File: config.mk
export PLATFORM = sky130hd
export DESIGN_NAME = sxd_dpram
export DESIGN_NICKNAME = d
export VERILOG_FILES = /design/src/sv/sxd_dpram.sv
export SDC_FILE = /design/constraint.sdc
export NUM_CORES = 2
export LEC_CHECK = 0
export BUFFER_PORTS_ARGS = -buffer_cell sky130_fd_sc_hd__buf_2
export CAP_MARGIN = 20
export CELL_PAD_IN_SITES_DETAIL_PLACEMENT = 2
export CELL_PAD_IN_SITES_GLOBAL_PLACEMENT = 2
export CORE_MARGIN = 2
export CORE_UTILIZATION = 40
export DETAILED_ROUTE_END_ITERATION = 10
export PLACE_DENSITY_LB_ADDON = 0.1
export SYNTH_ARGS = -nofsm -noshare
export SYNTH_HDL_FRONTEND = slang
export SYNTH_SLANG_ARGS = --single-unit
File: constraint.sdc
create_clock -name aclk -period 3.15 [get_ports aclk]
set_input_delay 0.1575 -clock aclk [delete_from_list [all_inputs] [get_ports aclk]]
set_output_delay 0.1575 -clock aclk [all_outputs]
set_load 0.01 [all_outputs]
File: src/sv/sxd_dpram.sv
`timescale 1ns / 1ps

module sxd_dpram #(
    parameter int DEPTH = 256,
    parameter int WIDTH = 16,
    localparam int AW   = $clog2(DEPTH)
) (
    input  logic             aclk,
    input  logic             we,
    input  logic [AW-1:0]    waddr,
    input  logic [WIDTH-1:0] wdata,
    input  logic [AW-1:0]    raddr_a,
    input  logic [AW-1:0]    raddr_b,
    output logic [WIDTH-1:0] rdata_a,
    output logic [WIDTH-1:0] rdata_b
);

    logic [WIDTH-1:0] mem [DEPTH];
    logic [WIDTH-1:0] rdata_a_reg;
    logic [WIDTH-1:0] rdata_b_reg;

    // one write port, two registered read ports
    always_ff @(posedge aclk) begin
        if (we) begin
            mem[waddr] <= wdata;
        end
        rdata_a_reg <= mem[raddr_a];
        rdata_b_reg <= mem[raddr_b];
    end

    assign rdata_a = rdata_a_reg;
    assign rdata_b = rdata_b_reg;

endmodule

==> out/results.ini <==
[worst_setup_path]
cp_max_fo=2
critPathTopFamily=compound AO/OA/AOI/OAI gates
cp.buffers_inverters=1
crit_type=flip-flop to flip-flop
max_stage_delay_ns=0.56
end_kind=flip-flop
critPathLaunchType=flip-flop
cp_slowest_cell=a2111oi_2
crit_arrival_ns=4.15
required_ns=4.16
crit_path_cell_trace=mux2i_1 > o221ai_1 > o22ai_1 > a211o_1 > a2111oi_2 > buf_4 > and4_1 > and3_1

[yosys]
syn_area_um2=192000
synth_simple_gate_area_share_pct=2.43
synth.most_common_cell=edfxtp_1
ys_seq_area_share_pct=64.5
ys_top_cells_by_count=edfxtp_1 (4096), mux4_2 (1688), mux2i_1 (1021)
ys_ff_latch=4128
synth_top_family_by_area=multiplexers
synth-edff-count=4096
yosys.cell_types.count=59
synth.area.top_cells=edfxtp_1 (64%), mux4_2 (20%), mux2i_1 (5.3%)
syn_inst=10100
ys.flop_type=edfxtp_1
netlist.area_leader.share_pct=64.2
ys_async_sr_fraction_pct=0
yosys.area_share.xor_xnor_pct=0
synth-compound-area-share_pct=5.40
synth_top_area_cell=edfxtp_1
synth_fa_ha_area_share_pct=0
ys_warn_count=0
syn_avg_cell_area_um2=18.9
synth_fp_nets=10200
synthMuxAreaShare_pct=25.2

[power_and_ir_drop]
pwr-share-seq_pct=47.6
switching_share_pct=24.7
vdd_drop_max_mv=0.547
combPwrFrac_pct=9.7
power.density_nw_per_um2=561
p_leak_nw=74.9
switching_power_mw=31.6
clockPowerShare_pct=42.7
p_int_mw=96.2

[sta]
fin_crit_sh_pct=99.9
final.setup_skew_ns=0.0505
period_needed_ns=3.15
fmax_mhz=318
setup_violations=0
timing.hold.ws_ns=0.0814
relSlewSlack_pct=5.70
slew_viol_final=0
finalSetupTns_ns=0
worstMarginPinSlew_ns=1.41
hold_viol=0
grt_setup_unrepaired=no

[die]
start_util_pct=40.1
coreArea_um2=478000
design.die.area_um2=485000
core.rowCount=254
die-width_um=696
io_pins=74
die_h_um=696

[clock_network]
clk_latency_ns=1.07
clockRootBuffer=clkbuf_16
htreeDepth=5
cts_tree=built
numCtsBuffers=468
cts_buffer_depth=4
cts.sinks=4128
clkSlewWorstSetupHoldPaths_ns=0.06

[grt]
grt_pass1_vias=128000
grt.overflow.total=0
antenna_found_initial=68
grt_pass1_wl_um=1100000
grt.total_usage_pct=33.0
grt_max_degree=116

[worst_hold_path]
min_path_type=primary input to flip-flop

[placement]
dp_hpwl_um=543000
port_buffers=73
routabilityCongestion=0.896

[run_status]
outcome=complete, no violations

[finish]
largest_register_ffs=4096
multi_input_area_um2=64300
seq_area_um2=124000
fin_nets=11500
syn2layout_area_growth_pct=18.8
fill_cells=42500
drive_gt1_share_pct=36.9

[flow_run]
maxCapViolCount=0

[routing]
dr.pass1.iters=8
routed_wl_um=808000
drc=0
vias_per_cell=6.65
drtIter0Drc=16300
drtAntennaViolNets=0
vias=122000
wl_per_cell_um=44.1

==> final timing paths <==
check	to	slack (ns)	start	depth (start not counted)
max	rdata_a[1]	0.002	mem[244][1]	8
min	mem[175][12]	0.08	waddr[3]	5
max reg2reg	rdata_a[1]	0.002	mem[244][1]	8
min reg2reg	rdata_a[10]	1.19	mem[196][10]	6
==> stage by stage <==
step	cell area (um^2)	total power, mW	utilization [%]	setup slack, ns	cells
6_report	228000	128	47.6	0.00206	18300
5_1_grt	228000	130	47.6	0.00162	18300
4_1_cts	227000	128	47.6	0.00856	18300
3_5_place_dp	212000	74.2	44.4	-1.11	17400
3_3_place_gp	212000	73.9	44.4	-1.58	17400
2_1_floorplan	192000	67.5	-	0.727	10100
==> power groups by stage <==
stage	Combinational, mW	Clock (mW)	Sequential (mW)
floorplan	5.64	0	61.8
global placement	11.9	0	62.0
detailed placement	12.2	0	62.0
CTS	12.3	55.2	60.8
global route	12.7	57.0	60.8
finish	12.4	54.6	60.8
==> layout make-up <==
type | count | share of cell area, %
Timing Repair Buffer | 1722 | 7.27
Sequential cell | 4128 | 54.3
Tap cell | 6400 | 3.52
Multi-Input combinational cell | 5151 | 28.2
Clock inverter | 262 | 1.04
Antenna cell | 34 | 0.0374
Inverter | 6 | 0.0209
Clock buffer | 602 | 5.54
==> tightest hold or removal path: cells and delay by family <==
family / cells / cell delay, ns
buf+inv: 3 / 0.60
simple gates: 2 / 0.17
==> kinds of logic (layout without fill, tap and decap cells) <==
group	count (synthesis)	count (layout)
flops	4128	4128
mux	2709	2709
compound gates	1414	1414
simple gates	1028	1028
buf+inv	856	2592
other cells	0	34
==> layer usage <==
metal / track usage [%] / up-vias / routed length, um
met3: 5.51 / 1322 / 67600
met2: 52.7 / 6356 / 380000
met4: 14.8 / 26 / 42800
met5: 0 / - / 182
met1: 44.6 / 67400 / 317000
li1: - / 46700 / -
==> cells in the final DEF (no fill, tap or decap), types with 32 or more instances in the layout <==
cell type	instances
o221ai_1	418
clkbuf_16	476
buf_4	1340
o211ai_1	59
clkbuf_1	104
nand3_1	74
nand2_1	252
edfxtp_1	4096
buf_12	281
nor4_1	36
clkinv_2	98
mux4_2	1688
a21oi_1	210
a221oi_1	46
a22o_1	55
mux2i_1	1021
diode_2	34
nor3_1	183
o21ai_0	74
clkinv_1	96
bufinv_16	34
o22ai_1	281
nor2_2	248
a22oi_1	118
buf_2	49
dfxtp_1	32
nor2_1	103
==> repair_timing <==
| action | in CTS | in global routing |
|---|---|---|
| hold endpoints to repair | 2840 | 0 |
| buffers inserted | 0 | 0 |
| setup endpoints to repair | 6 | 3 |
| hold buffers | 25 | 0 |
| gates resized for setup | 8 | 3 |
No activity file was read; power rests on OpenSTA's default activity.
