**config.mk**
```make
export PLATFORM = sky130hd
export DESIGN_NAME = sxd_mac
export DESIGN_NICKNAME = d
export VERILOG_FILES = /design/src/sv/sxd_pkg.sv /design/src/sv/sxd_mac.sv
export SDC_FILE = /design/constraint.sdc
export NUM_CORES = 2
export LEC_CHECK = 0
export ABC_CLOCK_PERIOD_IN_PS = 5900
export BUFFER_PORTS_ARGS = -buffer_cell sky130_fd_sc_hd__clkbuf_2
export CORE_MARGIN = 2
export CORE_UTILIZATION = 55
export DETAILED_ROUTE_END_ITERATION = 8
export PLACE_DENSITY = 0.75
export SYNTH_ARGS = -nofsm -noshare
export SYNTH_HDL_FRONTEND = slang
export SYNTH_SLANG_ARGS = --single-unit
```
**constraint.sdc**
```tcl
create_clock -name aclk -period 5.9 [get_ports aclk]
set_input_delay 1.18 -clock aclk [delete_from_list [all_inputs] [get_ports aclk]]
set_output_delay 1.18 -clock aclk [all_outputs]
set_load 0.02 [all_outputs]
```
**src/sv/sxd_pkg.sv**
```systemverilog
`timescale 1ns / 1ps

package sxd_pkg;

    // symbol tables: 16 x 16 entries, row stride set at run time
    localparam int ALPHABET_MAX = 16;
    localparam int TBL_DEPTH    = ALPHABET_MAX * ALPHABET_MAX;
    localparam int TBL_AW       = $clog2(TBL_DEPTH);

    // defaults for the top level sizing parameters
    localparam int SEASON_MAX_DEF   = 64;
    localparam int RESIDUAL_MAX_DEF = 64;

    // field widths
    localparam int CMD_W   = 2;
    localparam int SYM_W   = 4;
    localparam int VAL_W   = 16;
    localparam int ALPHA_W = 5;
    localparam int LEN_W   = 7;
    localparam int RATIO_W = 16;
    localparam int SUM_W   = 48;
    localparam int DIST_W  = 63;

    // shared multiplier operand widths
    localparam int MUL_A_W = 32;
    localparam int MUL_B_W = 16;
    localparam int PROD_W  = MUL_A_W + MUL_B_W;

    // configuration port
    localparam int APB_AW = 5;
    localparam int APB_DW = 32;

    // item commands
    localparam logic [CMD_W-1:0] CMD_RES_WRITE = 2'd0;
    localparam logic [CMD_W-1:0] CMD_SEA_WRITE = 2'd1;
    localparam logic [CMD_W-1:0] CMD_PAIR      = 2'd2;

    // register indexes
    localparam logic [2:0] REG_RES_ALPHA = 3'd0;
    localparam logic [2:0] REG_SEA_ALPHA = 3'd1;
    localparam logic [2:0] REG_SEA_LEN   = 3'd2;
    localparam logic [2:0] REG_RES_LEN   = 3'd3;
    localparam logic [2:0] REG_RATIO     = 3'd4;

    typedef enum logic [2:0] {
        ST_IDLE,
        ST_RES,
        ST_RUN,
        ST_DRAIN,
        ST_MUL_LO,
        ST_MUL_HI,
        ST_FIN
    } seq_state_t;

    typedef enum logic [1:0] {
        MK_NONE,
        MK_SQ,
        MK_LO,
        MK_HI
    } mac_kind_t;

    // request from the sequencer to the multiply-accumulate unit
    typedef struct packed {
        logic             sq_valid;
        logic [VAL_W-1:0] sq_value;
        logic             mul_lo;
        logic             mul_hi;
    } mac_op_t;

    typedef struct packed {
        logic [SYM_W-1:0] x;
        logic [SYM_W-1:0] y;
    } sym_pair_t;

    // table address row * alpha + col, wrapped to the table depth
    function automatic logic [TBL_AW-1:0] tbl_addr(
        input logic [SYM_W-1:0]   row,
        input logic [ALPHA_W-1:0] alpha,
        input logic [SYM_W-1:0]   col
    );
        logic [SYM_W+ALPHA_W:0] full;
        full = (SYM_W+ALPHA_W+1)'(row) * (SYM_W+ALPHA_W+1)'(alpha)
             + (SYM_W+ALPHA_W+1)'(col);
        return full[TBL_AW-1:0];
    endfunction

endpackage

```
**src/sv/sxd_mac.sv**
```systemverilog
`timescale 1ns / 1ps

module sxd_mac (
    input  logic                             aclk,
    input  logic                             aresetn,
    input  sxd_pkg::mac_op_t                 op,
    input  logic [sxd_pkg::RATIO_W-1:0]      length_ratio,
    output logic                             busy,
    output logic                             res_valid,
    output logic [sxd_pkg::DIST_W-1:0]       res_distance
);

    import sxd_pkg::*;

    logic [MUL_A_W-1:0] opnd_a_reg, opnd_a_next;
    logic [MUL_B_W-1:0] opnd_b_reg, opnd_b_next;
    mac_kind_t          okind_reg, okind_next;
    logic [PROD_W-1:0]  prod_reg;
    mac_kind_t          pkind_reg;
    logic [SUM_W-1:0]   acc_reg, acc_next;
    logic [PROD_W-1:0]  lo_reg;
    logic [SUM_W:0]     acc_sum;
    logic [63:0]        total;

    // operand select: square, then low and high partial products of the scaling
    always_comb begin
        opnd_a_next = opnd_a_reg;
        opnd_b_next = opnd_b_reg;
        okind_next  = MK_NONE;
        if (op.sq_valid) begin
            opnd_a_next = MUL_A_W'(op.sq_value);
            opnd_b_next = op.sq_value;
            okind_next  = MK_SQ;
        end else if (op.mul_lo) begin
            opnd_a_next = acc_reg[MUL_A_W-1:0];
            opnd_b_next = length_ratio;
            okind_next  = MK_LO;
        end else if (op.mul_hi) begin
            opnd_a_next = MUL_A_W'(acc_reg[SUM_W-1:MUL_A_W]);
            opnd_b_next = length_ratio;
            okind_next  = MK_HI;
        end
    end

    // saturating accumulate and final product assembly
    assign acc_sum = {1'b0, acc_reg} + (SUM_W+1)'(prod_reg[MUL_A_W-1:0]);
    assign total   = {prod_reg[MUL_A_W-1:0], 32'b0} + 64'(lo_reg);

    always_comb begin
        acc_next = acc_reg;
        case (pkind_reg)
            MK_SQ:   acc_next = acc_sum[SUM_W] ? {SUM_W{1'b1}} : acc_sum[SUM_W-1:0];
            MK_HI:   acc_next = '0;
            default: acc_next = acc_reg;
        endcase
    end

    always_ff @(posedge aclk) begin
        if (!aresetn) begin
            okind_reg <= MK_NONE;
            pkind_reg <= MK_NONE;
            acc_reg   <= '0;
        end else begin
            okind_reg <= okind_next;
            pkind_reg <= okind_reg;
            acc_reg   <= acc_next;
        end
    end

    // operand and product registers
    always_ff @(posedge aclk) begin
        opnd_a_reg <= opnd_a_next;
        opnd_b_reg <= opnd_b_next;
        prod_reg   <= opnd_a_reg * PROD_W'(opnd_b_reg);
        if (pkind_reg == MK_LO) begin
            lo_reg <= prod_reg;
        end
    end

    assign busy         = (okind_reg != MK_NONE) || (pkind_reg != MK_NONE);
    assign res_valid    = (pkind_reg == MK_HI);
    assign res_distance = total[63] ? {DIST_W{1'b1}} : total[DIST_W-1:0];

endmodule

```
==> results.toml <==
[run_status]
outcome = "finished with violations"
violations = "negative setup slack"

[pwr]
peakVddDrop_v = 0.000679
switchingPower_uw = 7650
leakage_uw = 0.0144
swShare_pct = 49.2
pwr-share-seq_pct = 13.4
clkPwrFrac_pct = 7.3
internal_power_uw = 7900
p_comb_share_pct = 79.3
cellPowerDensity_mw_per_mm2 = 521

[yosys]
syn-mean-instance-area_um2 = 9.09
synth_flop_cell = "dfxtp_1"
synthesis.area_mm2 = 0.0256
synth.largest_area_cell = "fa_1"
synth_edf_count = 80
synthCells = 2812
yosys_register_bits = 196
ys_warn_count = 0
netlist_top_cells_area = "fa_1 33%, edfxtp_1 9.4%, dfxtp_1 9.1%"
syn_nets = 3437
async_flop_share_pct = 0
synth_seq_area_share_pct = 18.5
synth.distinct_cells = 66
yosysTopAreaCellShare_pct = 32.9

[worst_hold_path]
min_from = "prod_reg[45]"
hold_path_depth = 0
min_to = "lo_reg[45]"
hp-class = "register to register"

[flow_run]
max-cap-violations = 0

[routing]
first_pass_iters = 5
viasPerCell = 5.74
drtIter0Drc = 1702
drc = 0
antenna_left = 0
wire_per_inst_um = 20.1
vias = 21157
wirelength_um = 74100

[layout]
drive_above_1_share_pct = 17.2
nets = 3696
final_cells = 3685
final_util_pct = 65.5
nFillCells = 3542
area_growth_pct = 16.8

[sta]
hold_violations = 0
layout_min_cycle_time_ns = 6.35
max_freq_mhz = 157
max-slew-margin-rel_pct = 27.2
setup_viol = 19
setup_ws_ns = -0.452
period_share_pct = 108
finalClockSkew_ns = 0.0147
rsz0062_at_grt = "true"
worstMarginPinSlew_ns = 1.09
slew_viol_final = 0

[global_routing]
grt.overflow.total = 0
grt_usage_pct = 31.8
antenna_found_initial = 1
grt_pass1_wl_um = 118000
grt_pass1_vias = 22185
grt_max_degree = 53

[cts]
clock_sinks = 196
cts_root_buf = "clkbuf_16"
ctsHoldBuffers = 0
numCtsBuffers = 17
cts_buffer_depth = 2
insertion_delay_ns = 0.45
cts_tree = "done"
path_clk_slew_ns = 0.07
cts.htree.levels = 4

[placement]
port_buffers = 101
dp_cells = 3600
finalWeightedCongestion = 1.01
pre_cts_slack_ns = -0.630
post-dp-hpwl_um = 59400

[floorplan]
rows = 78
core_mm2 = 0.0456
die_w_um = 220
ios = 102
die-area_mm2 = 0.0482
die_y_um = 220
initial_core_util_pct = 56.1

[critical_path]
r2r_end = "prod_reg[45]"
worstSetupPathType = "register to register"
critPathBufInv = 6
crit_path_start_kind = "register"
rrSetupSlack_ns = -0.45
crit_top_cell = "fa_1"
cp_slowest_cell = "fa_2"
critical_path_arrival_ns = 6.73
setup.worst_path.end_class = "register"
cp_max_fo = 5
cp_cell_sequence = "buf_6 > and2_4 > fa_1 > inv_1 > fa_1 > fa_2 > inv_1 > fa_1 > fa_1 > inv_2 > fa_1 > inv_2 > ha_4 > a21o_1 > a2111oi_4 > buf_4 > a211oi_2 > or3_4 > a211o_4 > a31o_4 > a21oi_2 > xnor2_1"
critical_path.top_delay_family = "adder cells"
crit_required_ns = 6.28
timing.rr.start = "opnd_b_reg[4]"
reg2regPathDepth = 22
cpPeakStageDelay_ns = 0.54
## cell type report
| type | count | area [µm²] | area share (%) |
|---|---|---|---|
| tap | 600 | 751 | 2.52 |
| multi-input combinational | 2023 | 19200 | 64.3 |
| inverter | 468 | 1760 | 5.90 |
| antenna | 1 | 2.50 | 0.00838 |
| clock inverter | 8 | 61.3 | 0.205 |
| clock buffer | 24 | 494 | 1.66 |
| timing repair buffer | 365 | 2850 | 9.55 |
| sequential | 196 | 4730 | 15.8 |
## timing repair
item | CTS | global route
setup buffers | 38 | 12
gates resized for setup | 106 | 53
setup endpoints to repair | 23 | 29
pin swaps | 62 | 19
hold endpoints to repair | 0 | 0
gates cloned | 1 | 1
## power by group through the flow
stage | Combinational (µW) | Sequential (µW) | Clock [µW]
CTS | 11300 | 2060 | 1140
detailed placement | 9920 | 2090 | 0
floorplan | 6410 | 1880 | 0
global route | 13400 | 2080 | 1190
finish | 12300 | 2090 | 1140
global placement | 9820 | 2090 | 0
## Yosys cell counts, types with 3 or more instances
cell type / n
a311oi_1: 8
buf_2: 5
fa_1: 420
mux2i_1: 18
dfxtp_1: 116
a211o_1: 7
nor2b_1: 7
edfxtp_1: 80
o21bai_1: 17
a21o_1: 58
a31o_2: 5
buf_6: 7
a22o_1: 16
clkbuf_1: 109
o21a_1: 15
ha_1: 168
buf_4: 4
xnor2_1: 48
nand4_1: 21
o22ai_1: 3
nor3_1: 18
a211oi_1: 19
o211ai_1: 5
and4_1: 4
xor2_1: 46
and2_1: 218
a21oi_1: 90
inv_1: 468
a31oi_1: 22
nor2_1: 85
a41oi_1: 3
nand3_1: 31
o21ai_0: 113
nand2b_1: 37
nand2_1: 446
and3_1: 28
o31ai_1: 7
## layer usage
metal  part of all wire (%)  GRT usage, %
met2                     48          52.6
met3                    8.5          5.69
met4                    3.4          9.98
met5                  0.022             0
met1                     40          42.6
## layout by cell type (no fill, tap or decap), types with 21 or more instances in the layout
master	count
nand3_1	30
xnor2_1	45
o21ai_0	99
dfxtp_1	115
a21oi_1	74
fa_1	411
ha_1	156
nor2_1	80
and3_1	26
nand4_1	21
nand2_1	440
and2_1	205
xor2_1	42
nand2b_1	37
buf_4	217
edfxtp_1	80
a21o_1	58
buf_12	23
inv_1	459
clkbuf_2	101
## cell families (layout without fill, tap and decap cells)
kind of cell / after synthesis / in the layout / synth area share (%)
simple gates: 908 / 908 / 16.9
buf+inv: 593 / 865 / 9.00
fa+ha+maj: 588 / 588 / 41.1
compound gates: 414 / 414 / 10.5
flops: 196 / 196 / 18.5
xor+xnor: 94 / 94 / 3.22
mux: 19 / 19 / 0.749
other cells: 0 / 1 / 0
## per-stage QoR
step / total power, µW / TNS [ns] / cell area [µm²] / hold slack [ns]
5_1_grt: 16700 / -8.68 / 29800 / 0.409
6_report: 15600 / -4.00 / 29800 / 0.411
2_1_floorplan: 8290 / -0.0159 / 25600 / 0.386
3_5_place_dp: 12000 / -6.96 / 28200 / 0.390
4_1_cts: 14500 / -2.77 / 29500 / 0.407
3_3_place_gp: 11900 / -6.06 / 28200 / 0.389
## how the worst max path moves through the flow
stage | startpoint | end | slack (ns) | cells past startpoint
after floorplan | opnd_b_reg[4] | prod_reg[47] | -0.008 | 22
after global placement | opnd_a_reg[6] | prod_reg[47] | -0.55 | 20
after detailed placement | opnd_a_reg[6] | prod_reg[47] | -0.63 | 20
after CTS | opnd_b_reg[4] | prod_reg[45] | -0.39 | 22
after global routing | opnd_b_reg[4] | prod_reg[46] | -0.65 | 22
final | opnd_b_reg[4] | prod_reg[45] | -0.45 | 22
Power figures use the tool's default switching activity.
