**src/sv/sxd_pkg.sv**
```systemverilog
`timescale 1ns / 1ps

package sxd_pkg;

    // symbol tables: 16 x 16 entries, row stride set at run time
    localparam int ALPHABET_MAX = 16;
    localparam int TBL_DEPTH    = ALPHABET_MAX * ALPHABET_MAX;
    localparam int TBL_AW       = $clog2(TBL_DEPTH);

    // defaults for the top level sizing parameters
    localparam int SEASON_MAX_DEF   = 64;
    localparam int RESIDUAL_MAX_DEF = 64;

    // field widths
    localparam int CMD_W   = 2;
    localparam int SYM_W   = 4;
    localparam int VAL_W   = 16;
    localparam int ALPHA_W = 5;
    localparam int LEN_W   = 7;
    localparam int RATIO_W = 16;
    localparam int SUM_W   = 48;
    localparam int DIST_W  = 63;

    // shared multiplier operand widths
    localparam int MUL_A_W = 32;
    localparam int MUL_B_W = 16;
    localparam int PROD_W  = MUL_A_W + MUL_B_W;

    // configuration port
    localparam int APB_AW = 5;
    localparam int APB_DW = 32;

    // item commands
    localparam logic [CMD_W-1:0] CMD_RES_WRITE = 2'd0;
    localparam logic [CMD_W-1:0] CMD_SEA_WRITE = 2'd1;
    localparam logic [CMD_W-1:0] CMD_PAIR      = 2'd2;

    // register indexes
    localparam logic [2:0] REG_RES_ALPHA = 3'd0;
    localparam logic [2:0] REG_SEA_ALPHA = 3'd1;
    localparam logic [2:0] REG_SEA_LEN   = 3'd2;
    localparam logic [2:0] REG_RES_LEN   = 3'd3;
    localparam logic [2:0] REG_RATIO     = 3'd4;

    typedef enum logic [2:0] {
        ST_IDLE,
        ST_RES,
        ST_RUN,
        ST_DRAIN,
        ST_MUL_LO,
        ST_MUL_HI,
        ST_FIN
    } seq_state_t;

    typedef enum logic [1:0] {
        MK_NONE,
        MK_SQ,
        MK_LO,
        MK_HI
    } mac_kind_t;

    // request from the sequencer to the multiply-accumulate unit
    typedef struct packed {
        logic             sq_valid;
        logic [VAL_W-1:0] sq_value;
        logic             mul_lo;
        logic             mul_hi;
    } mac_op_t;

    typedef struct packed {
        logic [SYM_W-1:0] x;
        logic [SYM_W-1:0] y;
    } sym_pair_t;

    // table address row * alpha + col, wrapped to the table depth
    function automatic logic [TBL_AW-1:0] tbl_addr(
        input logic [SYM_W-1:0]   row,
        input logic [ALPHA_W-1:0] alpha,
        input logic [SYM_W-1:0]   col
    );
        logic [SYM_W+ALPHA_W:0] full;
        full = (SYM_W+ALPHA_W+1)'(row) * (SYM_W+ALPHA_W+1)'(alpha)
             + (SYM_W+ALPHA_W+1)'(col);
        return full[TBL_AW-1:0];
    endfunction

endpackage

```
**src/sv/sxd_seq.sv**
```systemverilog
`timescale 1ns / 1ps

module sxd_seq #(
    parameter int SEASON_MAX   = sxd_pkg::SEASON_MAX_DEF,
    parameter int RESIDUAL_MAX = sxd_pkg::RESIDUAL_MAX_DEF
) (
    input  logic                          aclk,
    input  logic                          aresetn,
    input  logic                          in_fire,
    input  logic [sxd_pkg::CMD_W-1:0]     command,
    input  logic [sxd_pkg::SYM_W-1:0]     x_symbol,
    input  logic [sxd_pkg::SYM_W-1:0]     y_symbol,
    input  logic [sxd_pkg::ALPHA_W-1:0]   residual_alphabet,
    input  logic [sxd_pkg::ALPHA_W-1:0]   seasonal_alphabet,
    input  logic [sxd_pkg::LEN_W-1:0]     season_length,
    input  logic [sxd_pkg::LEN_W-1:0]     residual_length,
    output logic                          in_ready,
    output logic [sxd_pkg::TBL_AW-1:0]    res_raddr_a,
    output logic [sxd_pkg::TBL_AW-1:0]    res_raddr_b,
    input  logic [sxd_pkg::VAL_W-1:0]     res_rdata_a,
    input  logic [sxd_pkg::VAL_W-1:0]     res_rdata_b,
    output logic [sxd_pkg::TBL_AW-1:0]    sea_raddr_a,
    output logic [sxd_pkg::TBL_AW-1:0]    sea_raddr_b,
    input  logic [sxd_pkg::VAL_W-1:0]     sea_rdata_a,
    input  logic [sxd_pkg::VAL_W-1:0]     sea_rdata_b,
    input  logic                          mac_busy,
    input  logic                          out_full,
    output sxd_pkg::mac_op_t              mac_op
);

    import sxd_pkg::*;

    localparam int PAIR_AW = (SEASON_MAX > 1) ? $clog2(SEASON_MAX) : 1;
    localparam int SLEN_W  = $clog2(SEASON_MAX + 1);
    localparam int RLEN_W  = $clog2(RESIDUAL_MAX + 1);
    localparam int POS_W   = $clog2(SEASON_MAX + RESIDUAL_MAX + 1);

    seq_state_t         state_reg, state_next;
    logic [POS_W-1:0]   pos_reg, pos_next;
    logic [PAIR_AW-1:0] l_reg, l_next;
    logic               done_reg, done_next;
    logic               v1_reg, v1_next;
    logic               v2_reg;
    logic [VAL_W-1:0]   res_f_reg;
    logic [VAL_W-1:0]   res_i_reg;
    sym_pair_t          pair_mem [SEASON_MAX];
    sym_pair_t          pair_q_reg;
    logic               pair_we;

    logic [SLEN_W-1:0]  slen;
    logic [RLEN_W-1:0]  rlen;
    logic               pos_store;
    logic               last_pair;
    logic               l_last;

    logic signed [VAL_W:0] fwd_sum;
    logic signed [VAL_W:0] inv_sum;
    logic                  fwd_pos;
    logic                  inv_pos;

    // lengths clamped to the supported range
    always_comb begin
        if (season_length == '0) begin
            slen = SLEN_W'(1);
        end else if (32'(season_length) > 32'(SEASON_MAX)) begin
            slen = SLEN_W'(SEASON_MAX);
        end else begin
            slen = SLEN_W'(season_length);
        end
        if (residual_length == '0) begin
            rlen = RLEN_W'(1);
        end else if (32'(residual_length) > 32'(RESIDUAL_MAX)) begin
            rlen = RLEN_W'(RESIDUAL_MAX);
        end else begin
            rlen = RLEN_W'(residual_length);
        end
    end

    assign pos_store = 32'(pos_reg) < 32'(slen);
    assign last_pair = (32'(pos_reg) + 32'd1) >= (32'(slen) + 32'(rlen));
    assign l_last    = 32'(l_reg) == (32'(slen) - 32'd1);

    // residual entries come straight from the incoming pair
    assign res_raddr_a = tbl_addr(x_symbol, residual_alphabet, y_symbol);
    assign res_raddr_b = tbl_addr(y_symbol, residual_alphabet, x_symbol);

    // seasonal entries from the stored pair in flight
    assign sea_raddr_a = tbl_addr(pair_q_reg.x, seasonal_alphabet, pair_q_reg.y);
    assign sea_raddr_b = tbl_addr(pair_q_reg.y, seasonal_alphabet, pair_q_reg.x);

    // forward sum first, transposed sum only when forward is not positive
    assign fwd_sum = $signed({sea_rdata_a[VAL_W-1], sea_rdata_a})
                   + $signed({res_f_reg[VAL_W-1], res_f_reg});
    assign inv_sum = $signed({sea_rdata_b[VAL_W-1], sea_rdata_b})
                   + $signed({res_i_reg[VAL_W-1], res_i_reg});
    assign fwd_pos = !fwd_sum[VAL_W] && (fwd_sum != '0);
    assign inv_pos = !inv_sum[VAL_W] && (inv_sum != '0);

    always_comb begin
        mac_op.sq_valid = v2_reg && (fwd_pos || inv_pos);
        mac_op.sq_value = fwd_pos ? fwd_sum[VAL_W-1:0] : inv_sum[VAL_W-1:0];
        mac_op.mul_lo   = (state_reg == ST_MUL_LO);
        mac_op.mul_hi   = (state_reg == ST_MUL_HI);
    end

    assign in_ready = (state_reg == ST_IDLE);

    // sequencer
    always_comb begin
        state_next = state_reg;
        pos_next   = pos_reg;
        l_next     = l_reg;
        done_next  = done_reg;
        v1_next    = 1'b0;
        pair_we    = 1'b0;
        unique case (state_reg)
            ST_IDLE: begin
                if (in_fire && command == CMD_PAIR) begin
                    if (pos_store) begin
                        pair_we  = 1'b1;
                        pos_next = pos_reg + POS_W'(1);
                    end else begin
                        done_next  = last_pair;
                        pos_next   = last_pair ? '0 : pos_reg + POS_W'(1);
                        l_next     = '0;
                        state_next = ST_RES;
                    end
                end
            end
            ST_RES: begin
                state_next = ST_RUN;
            end
            ST_RUN: begin
                v1_next = 1'b1;
                if (l_last) begin
                    state_next = ST_DRAIN;
                end else begin
                    l_next = l_reg + PAIR_AW'(1);
                end
            end
            ST_DRAIN: begin
                if (!v1_reg && !v2_reg && !mac_busy) begin
                    if (!done_reg) begin
                        state_next = ST_IDLE;
                    end else if (!out_full) begin
                        state_next = ST_MUL_LO;
                    end
                end
            end
            ST_MUL_LO: begin
                state_next = ST_MUL_HI;
            end
            ST_MUL_HI: begin
                state_next = ST_FIN;
            end
            ST_FIN: begin
                if (!mac_busy) begin
                    state_next = ST_IDLE;
                end
            end
            default: begin
                state_next = ST_IDLE;
            end
        endcase
    end

    always_ff @(posedge aclk) begin
        if (!aresetn) begin
            state_reg <= ST_IDLE;
            pos_reg   <= '0;
            l_reg     <= '0;
            done_reg  <= 1'b0;
            v1_reg    <= 1'b0;
            v2_reg    <= 1'b0;
        end else begin
            state_reg <= state_next;
            pos_reg   <= pos_next;
            l_reg     <= l_next;
            done_reg  <= done_next;
            v1_reg    <= v1_next;
            v2_reg    <= v1_reg;
        end
    end

    // residual entries held for the whole pass
    always_ff @(posedge aclk) begin
        if (state_reg == ST_RES) begin
            res_f_reg <= res_rdata_a;
            res_i_reg <= res_rdata_b;
        end
    end

    // stored seasonal pairs
    always_ff @(posedge aclk) begin
        if (pair_we) begin
            pair_mem[pos_reg[PAIR_AW-1:0]] <= '{x: x_symbol, y: y_symbol};
        end
        pair_q_reg <= pair_mem[l_reg];
    end

endmodule
```
**config.mk**
```make
export PLATFORM = sky130hd
export DESIGN_NAME = sxd_seq
export DESIGN_NICKNAME = d
export VERILOG_FILES = /design/src/sv/sxd_pkg.sv /design/src/sv/sxd_seq.sv
export SDC_FILE = /design/constraint.sdc
export NUM_CORES = 1
export LEC_CHECK = 0
export BUFFER_PORTS_ARGS = -buffer_cell sky130_fd_sc_hd__buf_2
export CELL_PAD_IN_SITES_DETAIL_PLACEMENT = 1
export CELL_PAD_IN_SITES_GLOBAL_PLACEMENT = 1
export CORE_ASPECT_RATIO = 0.8
export CORE_MARGIN = 4
export CORE_UTILIZATION = 47
export DETAILED_ROUTE_END_ITERATION = 16
export PLACE_DENSITY = 0.75
export SYNTH_ARGS = -nofsm -noshare
export SYNTH_HDL_FRONTEND = slang
export SYNTH_SLANG_ARGS = --single-unit
```
**constraint.sdc**
```tcl
create_clock -name aclk -period 4.53 [get_ports aclk]
set_clock_uncertainty 0.05 [all_clocks]
set_input_delay 0.906 -clock aclk [delete_from_list [all_inputs] [get_ports aclk]]
set_output_delay 0.906 -clock aclk [all_outputs]
set_load 0.02 [all_outputs]
```
==> results.yml, run 1 <==
run_status:
  status: "complete, but fails checks"
  violations: "setup timing"
final_layout:
  final_cells: 2857
  largest_register_ffs: 512
  fin_util_pct: 58.39
  syn_to_final_growth_pct: 22.20
  fillers: 5281
  final_layout_size_suffix_gt1_share_pct: 37.31
  nets: 2312
hold_path:
  hold_path.startpoint: "res_rdata_a[5]"
  worst_hold_path_type: "in -> reg"
  whs_endpoint: "res_f_reg[5]$_DFFE_PP_"
  hold_depth: 1
logic_synthesis:
  synth_seq_cells: 572
  yosys.area_share.simple_pct: 6.159
  synth_compound_area_share_pct: 4.792
  synth-edff-count: 544
  ys_top_cells_by_area: "edfxtp_1 (60%), mux4_2 (14%), ha_1 (5.7%)"
  syn-num-nets: 1927
  synth_top_family_by_area: "multiplexers"
  synth_area_sq_um: 27280
  yosys.area.top_type_share_pct: 59.88
  synth_fa_ha_area_share_pct: 8.255
  yosysTopAreaCell: "edfxtp_1"
  yosysWarnings: 0
  synthTopCellsByCount: "edfxtp_1 (544), mux4_2 (168), ha_1 (124)"
  synthCells: 1665
  synth_ff_type: "edfxtp_1"
  synth_area_per_cell_sq_um: 16.39
  ys_types: 79
  seq_area_frac_synth_pct: 61.93
  synth_xor_area_share_pct: 2.183
  async_flop_share_pct: 0
  yosys.cell_count.top_type: "edfxtp_1"
  synth_mux_area_share_pct: 14.41
drt:
  drc: 0
  drt-initial-drc-count: 1657
  drtAntennaViolNets: 0
  first_pass_iters: 5
  wl_per_cell_um: 26.64
  drt-total-wl_um: 76110
  vias_per_cell: 5.845
  vias: 16700
die:
  die-area_sq_um: 61990
  rows: 78
  dieHeight_um: 223.5
  die_x_um: 277.4
  start_util_pct: 47.79
  io_pins: 155
  core_sq_um: 57090
placement:
  place_inst: 2733
  gp_congestion: 0.8061
  post-place-ws_ns: -0.3978
  io_buffers: 154
  place_hpwl_um: 51340
setup_path:
  critPathLaunchType: "input port"
  critPathKind: "in -> out"
  r2r_start: "pos_reg[3]$_SDFFE_PN0P_"
  cp_common_cell: "buf_2"
  crit_chain: "buf_2 -> ha_2 -> inv_2 -> fa_2 -> nand2b_4 -> a211oi_4 -> o211ai_1 -> and2_4 -> a221oi_4 -> o2111ai_2 -> o31ai_4 -> nand2_4 -> mux2_1 -> buf_2"
  arrival_ns: 3.89
  reg2reg_slack_ns: 0.87
  slowest_stage: "o31ai_4"
  critPathMaxFanout: 6
  rr_endpoint: "pair_mem[21][4]$_DFFE_PP_"
  r2r_cells: 11
  max_stage_delay_ns: 0.36
  cp.required_ns: 3.57
  end_kind: "primary output"
sta:
  rsz0062_at_grt: "yes"
  max_freq_ghz: 0.2063
  finalCritPeriodShare_pct: 107.0
  worstMarginPinSlew_ns: 0.7880
  finalHoldViolations: 0
  post-route-min-period_ns: 4.846
  relSlewSlack_pct: 47.47
  drv_slew: 0
  finalSetupViolations: 26
  fin_ws_ns: -0.3163
clock_tree:
  cts_max_path_buffers: 3
  htreeDepth: 2
  cts_buffers: 56
  cts_tree: "yes"
  clock_tree.root_cell: "clkbuf_16"
  clk_pin_slew_ns: 0.07
  clock_latency_ns: 0.64
  numClockSinks: 572
power:
  ir_drop_v: 0.0004495
  p_leak_nw: 12.00
  power_per_cell_area_nw_per_um2: 414.0
global_routing:
  grt_remaining_overflow: 0
  grt_pass1_vias: 18050
  antenna_found_initial: 4
  grtUsageTotal_pct: 24.38
  grt_max_degree: 66
  grt_pass1_wl_um: 114200
job:
  maxCapViolations: 0
[layout make-up]
cell class	count	area, sq um	share of cell area [%]
clock buffers	64	1431	4.293
repair buffers	387	2888	8.662
flip-flops and latches	572	16910	50.73
inverters	99	371.6	1.115
multi-input cells	934	10410	31.23
well taps	760	950.9	2.852
diodes	4	10.01	0.03002
clock inverters	37	365.4	1.096
[what timing repair did]
action                     CTS  global route
buffers inserted            15             7
setup endpoints to repair   33            33
gates cloned                 1             0
pin swaps                   65            34
hold buffers                 0             0
resized for setup          123            67
[cell usage in the layout, fill, tap and decap left out, types with 29 or more instances in the layout]
master	instances
a21oi_1	45
buf_4	225
inv_1	84
mux4_2	168
ha_1	107
edfxtp_1	544
buf_2	113
clkbuf_16	56
nor2_1	120
buf_6	38
nand2_1	69
and2_1	39
fa_1	29
xnor2_1	42
[worst max-delay path: cells and delay by family]
kind	cells	cell delay, ns
simple gates	3	0.53
buf+inv	3	0.28
fa+ha+maj	2	0.52
compound gates	5	1.29
mux	1	0.34
[through the flow]
stage	setup TNS, ns	area (sq um)	power, mW	hold WS, ns
final	-5.339	33340	13.80	0.3892
after global routing	-9.252	33330	14.39	0.3703
after CTS	-4.877	32970	13.68	0.3575
after detailed placement	-7.719	30570	8.743	0.4057
after global placement	-4.557	30570	8.639	0.3868
after floorplan	0	27400	7.663	0.3763
[power breakdown]
part / total [mW] / switching (mW) / internal [mW]
Combinational: 3.26 / 1.68 / 1.58
Sequential: 5.90 / 0.0653 / 5.83
Clock: 4.64 / 2.07 / 2.57
Total: 13.8 / 3.81 / 9.99
[how the worst max path moves through the flow]
stage | cells past startpoint | slack [ns] | startpoint | endpoint
6_report | 14 | -0.32 | sea_rdata_a[0] | mac_op[2]
5_1_grt | 13 | -0.49 | res_f_reg[0]$_DFFE_PP_ | mac_op[2]
4_1_cts | 13 | -0.27 | res_f_reg[0]$_DFFE_PP_ | mac_op[5]
3_5_place_dp | 15 | -0.40 | seasonal_alphabet[1] | sea_raddr_b[7]
3_3_place_gp | 13 | -0.30 | residual_alphabet[2] | res_raddr_b[7]
2_1_floorplan | 11 | 0.002 | y_symbol[1] | res_raddr_b[7]
[kinds of logic (layout without fill, tap and decap cells)]
logic type,Yosys count,count (layout)
other cells,0,4
compound gates,179,179
fa+ha+maj,159,159
xor+xnor,68,68
simple gates,345,346
flops,572,572
buf+inv,160,587
mux,182,182
[metal layers]
metal,vias to the layer above,wire length (um),GRT usage (%)
li1,7239,-,-
met5,-,0,0
met1,8736,30660,32.96
met4,0,2006,6.210
met3,114,5078,4.394
met2,609,38370,41.35
Note: power is estimated with default switching activity, not from simulation.
==> inputs of run 2 (changes only) <==
- ABC_AREA: default -> 1
- CORE_UTILIZATION: 47 -> 45
- PLACE_DENSITY: 0.75 -> 0.76
==> run 2 against run 1 <==
  * The run still ends with setup timing left
  * Via count up 30%
  * Sequential power barely moved
  * Synthesized cell count rose by 57%
  * Non-clock buffer count shrank 62
  * Critical endpoint is now res_raddr_a[6]
  * Largest power group unchanged
  * Highest routed layer unchanged
==> results.yml, run 2 <==
setup_path:
  cp_common_cell: "fa_1"
  r2r_start: "pos_reg[5]$_SDFFE_PN0P_"
  arrival_ns: 3.87
  critPathMaxFanout: 3
  max_stage_delay_ns: 0.61
  crit_family: "adder cells"
  path_buf_inv: 4
  cp.required_ns: 3.57
  critPathKind: "in -> out"
  critPathLaunchType: "input port"
  end_kind: "primary output"
  crit_chain: "buf_12 -> nand2_4 -> fa_2 -> fa_1 -> fa_1 -> inv_2 -> ha_4 -> a21oi_2 -> inv_1 -> a31oi_2 -> nor2_1 -> o21ai_1 -> nand2_1 -> xor2_2 -> buf_6"
  slowest_stage: "fa_2"
  critPathLaunch: "x_symbol[3]"
final_layout:
  largest_register_ffs: 512
  syn_to_final_growth_pct: 18.01
  nets: 3143
  final_layout_size_suffix_gt1_share_pct: 18.30
  final_cells: 3755
  final_cell_area_sq_um: 33110
  layout_common_cells: "edfxtp_1 (544), nor2_1 (386), nand2_1 (345)"
  final_common_cell: "edfxtp_1"
  fin_util_pct: 53.91
logic_synthesis:
  seq_area_frac_synth_pct: 60.23
  synthCells: 2618
  synth-edff-count: 544
  yosysTopAreaCell: "edfxtp_1"
  syn-num-nets: 2880
  synth_compound_area_share_pct: 11.23
  synth_xor_area_share_pct: 1.650
  synth_top_family_by_area: "simple AND/OR/NAND/NOR gates"
  synthTopCellsByCount: "edfxtp_1 (544), nor2_1 (390), nand2_1 (363)"
  async_flop_share_pct: 0
  synth_mux_area_share_pct: 0
  ys_types: 50
  ys_top_cells_by_area: "edfxtp_1 (58%), ha_1 (5.5%), nor2_1 (5.2%)"
  yosys.area_share.simple_pct: 14.14
  yosys.area.top_type_share_pct: 58.23
  synth_ff_type: "edfxtp_1"
  yosysWarnings: 0
  synth_area_sq_um: 28050
  synth_seq_cells: 572
  synth_area_per_cell_sq_um: 10.72
  yosys.cell_count.top_type: "edfxtp_1"
  synth_fa_ha_area_share_pct: 8.028
clock_tree:
  numClockSinks: 572
  cts_hold_buffers: 0
  cts_buffers: 56
  htreeDepth: 2
  clk_pin_slew_ns: 0.06
  clock_tree.root_cell: "clkbuf_16"
  cts_tree: "yes"
  cts_max_path_buffers: 3
  clock_latency_ns: 0.62
drt:
  drc: 0
  wl_per_cell_um: 23.77
  drt-total-wl_um: 89250
  vias: 21640
  first_pass_iters: 5
  drt-initial-drc-count: 1819
  vias_per_cell: 5.764
  drtAntennaViolNets: 0
run_status:
  status: "complete, but fails checks"
  violations: "setup timing"
sta:
  relSlewSlack_pct: 21.56
  drv_slew: 0
  rsz0062_at_grt: "yes"
  finalHoldViolations: 0
  fin_ws_ns: -0.2913
  max_freq_ghz: 0.2074
  finalSetupViolations: 12
  finalCritPeriodShare_pct: 106.4
  post-route-min-period_ns: 4.821
  worstMarginPinSlew_ns: 1.177
placement:
  place_inst: 3639
  io_buffers: 154
  gp_congestion: 0.8935
  post-place-ws_ns: -0.6030
  place_hpwl_um: 58820
  placed_cell_area_sq_um: 30850
global_routing:
  grt_remaining_overflow: 0
  use_met1_pct: 34.49
  grt_pass1_wl_um: 135600
  grtUsageTotal_pct: 26.33
  grt_max_degree: 261
  grt_use_met2_pct: 45.36
  top_usage_layer: "met2"
  antenna_found_initial: 1
  grt_pass1_vias: 23010
  use_met3_pct: 4.022
power:
  power.total_mw: 12.55
  p_leak_nw: 13.01
  power_per_cell_area_nw_per_um2: 378.9
  ir_drop_v: 0.0002552
job:
  maxCapViolations: 0
die:
  die-area_sq_um: 66430
  dieHeight_um: 231.3
  die_x_um: 287.2
  start_util_pct: 45.68
  core_sq_um: 61420
  rows: 81
  io_pins: 155
hold_path:
  worst_hold_path_type: "reg -> reg"
  hold_path.startpoint: "v1_reg$_SDFF_PN0_"
run 2: changes by cell type after synthesis, moves of 19 or more:
cell      change
nor2_1      +269
o21ai_0     +279
xnor2_1      -31
a21oi_1      +19
and2_1       -40
nand3_1      +83
inv_1       +113
nand4_1      +33
nand2_1     +279
o221ai_1     +45
o22ai_1      +83
mux4_2      -168
clkbuf_1     +65
run 2: cells by family (layout without fill, tap and decap cells):
kind of cell	after synthesis	in the layout
buffers and inverters	342	646
XOR/XNOR	52	52
other	0	1
flip-flops	572	572
AO/OA/AOI/OAI	552	552
adder cells (fa/ha/maj)	159	159
AND/OR/NAND/NOR	941	943
run 2: tightest hold or removal path: stages, from the launching register on:
cell and delay [ns]:
dfxtp_1 0.32, nand2_1 0.06, inv_1 0.04
run 2: final timing paths:
| path | cells past startpoint | end | slack [ns] |
|---|---|---|---|
| worst max-delay path | 15 | res_raddr_a[6] | -0.29 |
| worst min-delay path | 2 | v2_reg$_SDFF_PN0_ | 0.40 |
| worst max register to register | 9 | pair_mem[20][4]$_DFFE_PP_ | 1.39 |
| worst min register to register | 2 | v2_reg$_SDFF_PN0_ | 0.40 |
run 2: power by group:
part           total, mW  internal (mW)  switching [mW]
clock               4.43           2.41            2.02
sequential          5.88           5.85          0.0286
combinational       2.24          0.889            1.35
total               12.5           9.15            3.40
run 2: final cells by class:
| type | instances | area, sq um |
|---|---|---|
| timing repair buffer | 325 | 2364 |
| fill | 6648 | 28310 |
| antenna | 1 | 2.502 |
| tap | 830 | 1039 |
| clock buffer | 72 | 1483 |
| multi-input combinational | 1706 | 10280 |
| inverter | 220 | 833.3 |
| clock inverter | 29 | 193.9 |
| sequential | 572 | 16920 |
run 2: per-stage QoR:
stage,hold WS [ns],TNS (ns)
after CTS,0.3732,-1.716
after global placement,0.3655,-3.763
after global routing,0.3847,-3.639
final,0.4046,-1.693
after floorplan,0.3581,-0.3974
after detailed placement,0.3744,-4.932
run 2: what timing repair did:
item | CTS | global route
buffers inserted | 6 | 10
gates resized for setup | 85 | 49
pin swaps | 45 | 36
cloned | 0 | 3
hold endpoints to repair | 0 | 0
endpoints found under the setup margin | 21 | 34
run 2: layer usage:
layer / wire, um / vias to the layer above
met3: 5833 / 138
met5: 0 / -
li1: - / 9761
met1: 36940 / 10970
met4: 2321 / 0
met2: 44150 / 777
==> inputs of run 3 (changes only) <==
- CORE_MARGIN: 4 -> 2
- REMOVE_ABC_BUFFERS: default -> 1
- SLEW_MARGIN: default -> 5
==> run 3 against run 2 <==
  * The run still ends with setup timing left
  * Critical path depth unchanged
  * Global-route usage decreased by 0.41 points
  * Maximum frequency decreased by 1.0%
  * Largest power group unchanged
  * Largest cell class unchanged
  * Sequential power about the same
  * Die area decreased by 3.1%
  * Register-to-register slack about the same
==> results.yml, run 3 (synthesis gave the netlist of run 2 again) <==
sta:
  finalHoldViolations: 0
  relSlewSlack_pct: 22.50
  drv_slew: 0
  finalSetupViolations: 16
  finalCritPeriodShare_pct: 107.5
  fin_ws_ns: -0.3420
  rsz0062_at_grt: "yes"
  post-route-min-period_ns: 4.872
  max_freq_ghz: 0.2053
  worstMarginPinSlew_ns: 1.161
  hold_ws_ns: 0.3839
  fin_setup_tns_ns: -2.956
die:
  die_x_um: 283.2
  die-area_sq_um: 64370
  start_util_pct: 45.68
  core_sq_um: 61420
  rows: 81
  dieHeight_um: 227.3
  io_pins: 155
setup_path:
  critPathLaunchType: "input port"
  cp_common_cell: "fa_1"
  slowest_stage: "fa_1"
  reg2reg_slack_ns: 1.39
  end_kind: "primary output"
  cp.required_ns: 3.57
  max_stage_delay_ns: 0.59
  critPathKind: "in -> out"
  r2r_cells: 8
  arrival_ns: 3.92
  critPathMaxFanout: 2
  crit_chain: "buf_8 -> nand2_4 -> fa_1 -> fa_1 -> fa_1 -> inv_2 -> ha_4 -> a21oi_4 -> inv_2 -> a31oi_4 -> nor2_2 -> o21ai_1 -> nand2_1 -> xor2_1 -> buf_4"
clock_tree:
  cts_buffers: 55
  clock_latency_ns: 0.63
  cts_tree: "yes"
  numClockSinks: 572
  clk_pin_slew_ns: 0.07
  htreeDepth: 2
  clock_tree.root_cell: "clkbuf_16"
  cts_max_path_buffers: 3
placement:
  placed_cell_area_sq_um: 30530
  gp_congestion: 0.8768
  io_buffers: 154
  place_inst: 3625
  place_hpwl_um: 54390
final_layout:
  syn_to_final_growth_pct: 16.71
  fillers: 6637
  final_cell_area_sq_um: 32740
  final_layout_size_suffix_gt1_share_pct: 17.01
  layout_common_cells: "edfxtp_1 (544), nor2_1 (387), nand2_1 (349)"
  nets: 3123
  final_common_cell: "edfxtp_1"
  diodes: 0
  largest_register_ffs: 512
  final_cells: 3728
hold_path:
  worst_hold_path_type: "reg -> reg"
  hold_depth: 2
drt:
  drt-initial-drc-count: 1801
  vias_per_cell: 5.766
  drc: 0
  first_pass_iters: 7
  vias: 21500
  drtAntennaViolNets: 0
  wl_per_cell_um: 22.66
  drt-total-wl_um: 84490
global_routing:
  grt_pass1_wl_um: 129800
  grt_max_degree: 209
  grt_pass1_vias: 22750
  grt_remaining_overflow: 0
  grtUsageTotal_pct: 25.92
  antenna_found_initial: 0
power:
  p_leak_nw: 12.85
  ir_drop_v: 0.0003375
  power.total_mw: 12.46
  power_per_cell_area_nw_per_um2: 380.6
run_status:
  status: "complete, but fails checks"
  violations: "setup timing"
job:
  maxCapViolations: 0
run 3: cell types whose count changed in the layout (fill, tap and decap cells not counted), sizes merged:
cell	previous run	this run
bufinv	2	3
nand2	378	376
clkinvlp	3	2
buf	324	307
clkinv	24	22
diode	1	0
inv	220	221
clkbuf	73	67
run 3: area by class of cell:
| type | count | area (sq um) | share of cell area [%] |
|---|---|---|---|
| Clock buffer | 66 | 1418 | 4.330 |
| Clock inverter | 28 | 241.5 | 0.7375 |
| Inverter | 220 | 834.6 | 2.549 |
| Multi-Input combinational cell | 1704 | 10120 | 30.90 |
| Sequential cell | 572 | 16910 | 51.65 |
| Tap cell | 830 | 1039 | 3.172 |
| Timing Repair Buffer | 308 | 2183 | 6.668 |
run 3: where the power goes:
part	leakage, nW	internal (mW)	total, mW	switching (mW)
clock network	0.815	2.40	4.42	2.02
logic	6.91	0.840	2.17	1.33
registers	5.13	5.85	5.87	0.0263
total	12.8	9.09	12.5	3.37
run 3: worst paths after layout:
path	startpoint	end
worst max-delay path	y_symbol[3]	res_raddr_b[6]
worst min-delay path	v1_reg$_SDFF_PN0_	v2_reg$_SDFF_PN0_
worst max register to register	l_reg[1]$_SDFFE_PN0P_	pair_q_reg[2]$_DFF_P_
worst min register to register	v1_reg$_SDFF_PN0_	v2_reg$_SDFF_PN0_
run 3: what timing repair did:
item	4_1_cts	5_1_grt
gates cloned	0	1
pin swaps	45	34
buffers inserted	10	4
hold buffers	0	0
gates resized for setup	94	35
endpoints found under the setup margin	17	35
run 3: critical path, delay by kind of cell:
kind	cells	cell delay (ns)
adder cells (fa/ha/maj)	4	1.78
XOR/XNOR	1	0.19
buffers and inverters	4	0.36
AO/OA/AOI/OAI	3	0.47
AND/OR/NAND/NOR	3	0.19
run 3: routing by layer:
| metal | track usage (%) | vias to the layer above | share of wire (%) |
|---|---|---|---|
| li1 | - | 9725 | - |
| met1 | 34.52 | 10850 | 43 |
| met2 | 44.35 | 758 | 48 |
| met3 | 2.906 | 169 | 5.7 |
| met4 | 9.165 | 0 | 3.3 |
| met5 | 0 | - | 0 |
run 3: through the flow:
stage | setup WS, ns | utilization [%]
final | -0.3420 | 53.31
after global routing | -0.4467 | 53.31
after CTS | -0.3738 | 53.03
after detailed placement | -0.5265 | 49.70
after global placement | -0.3666 | 49.70
after floorplan | -6.082 | -
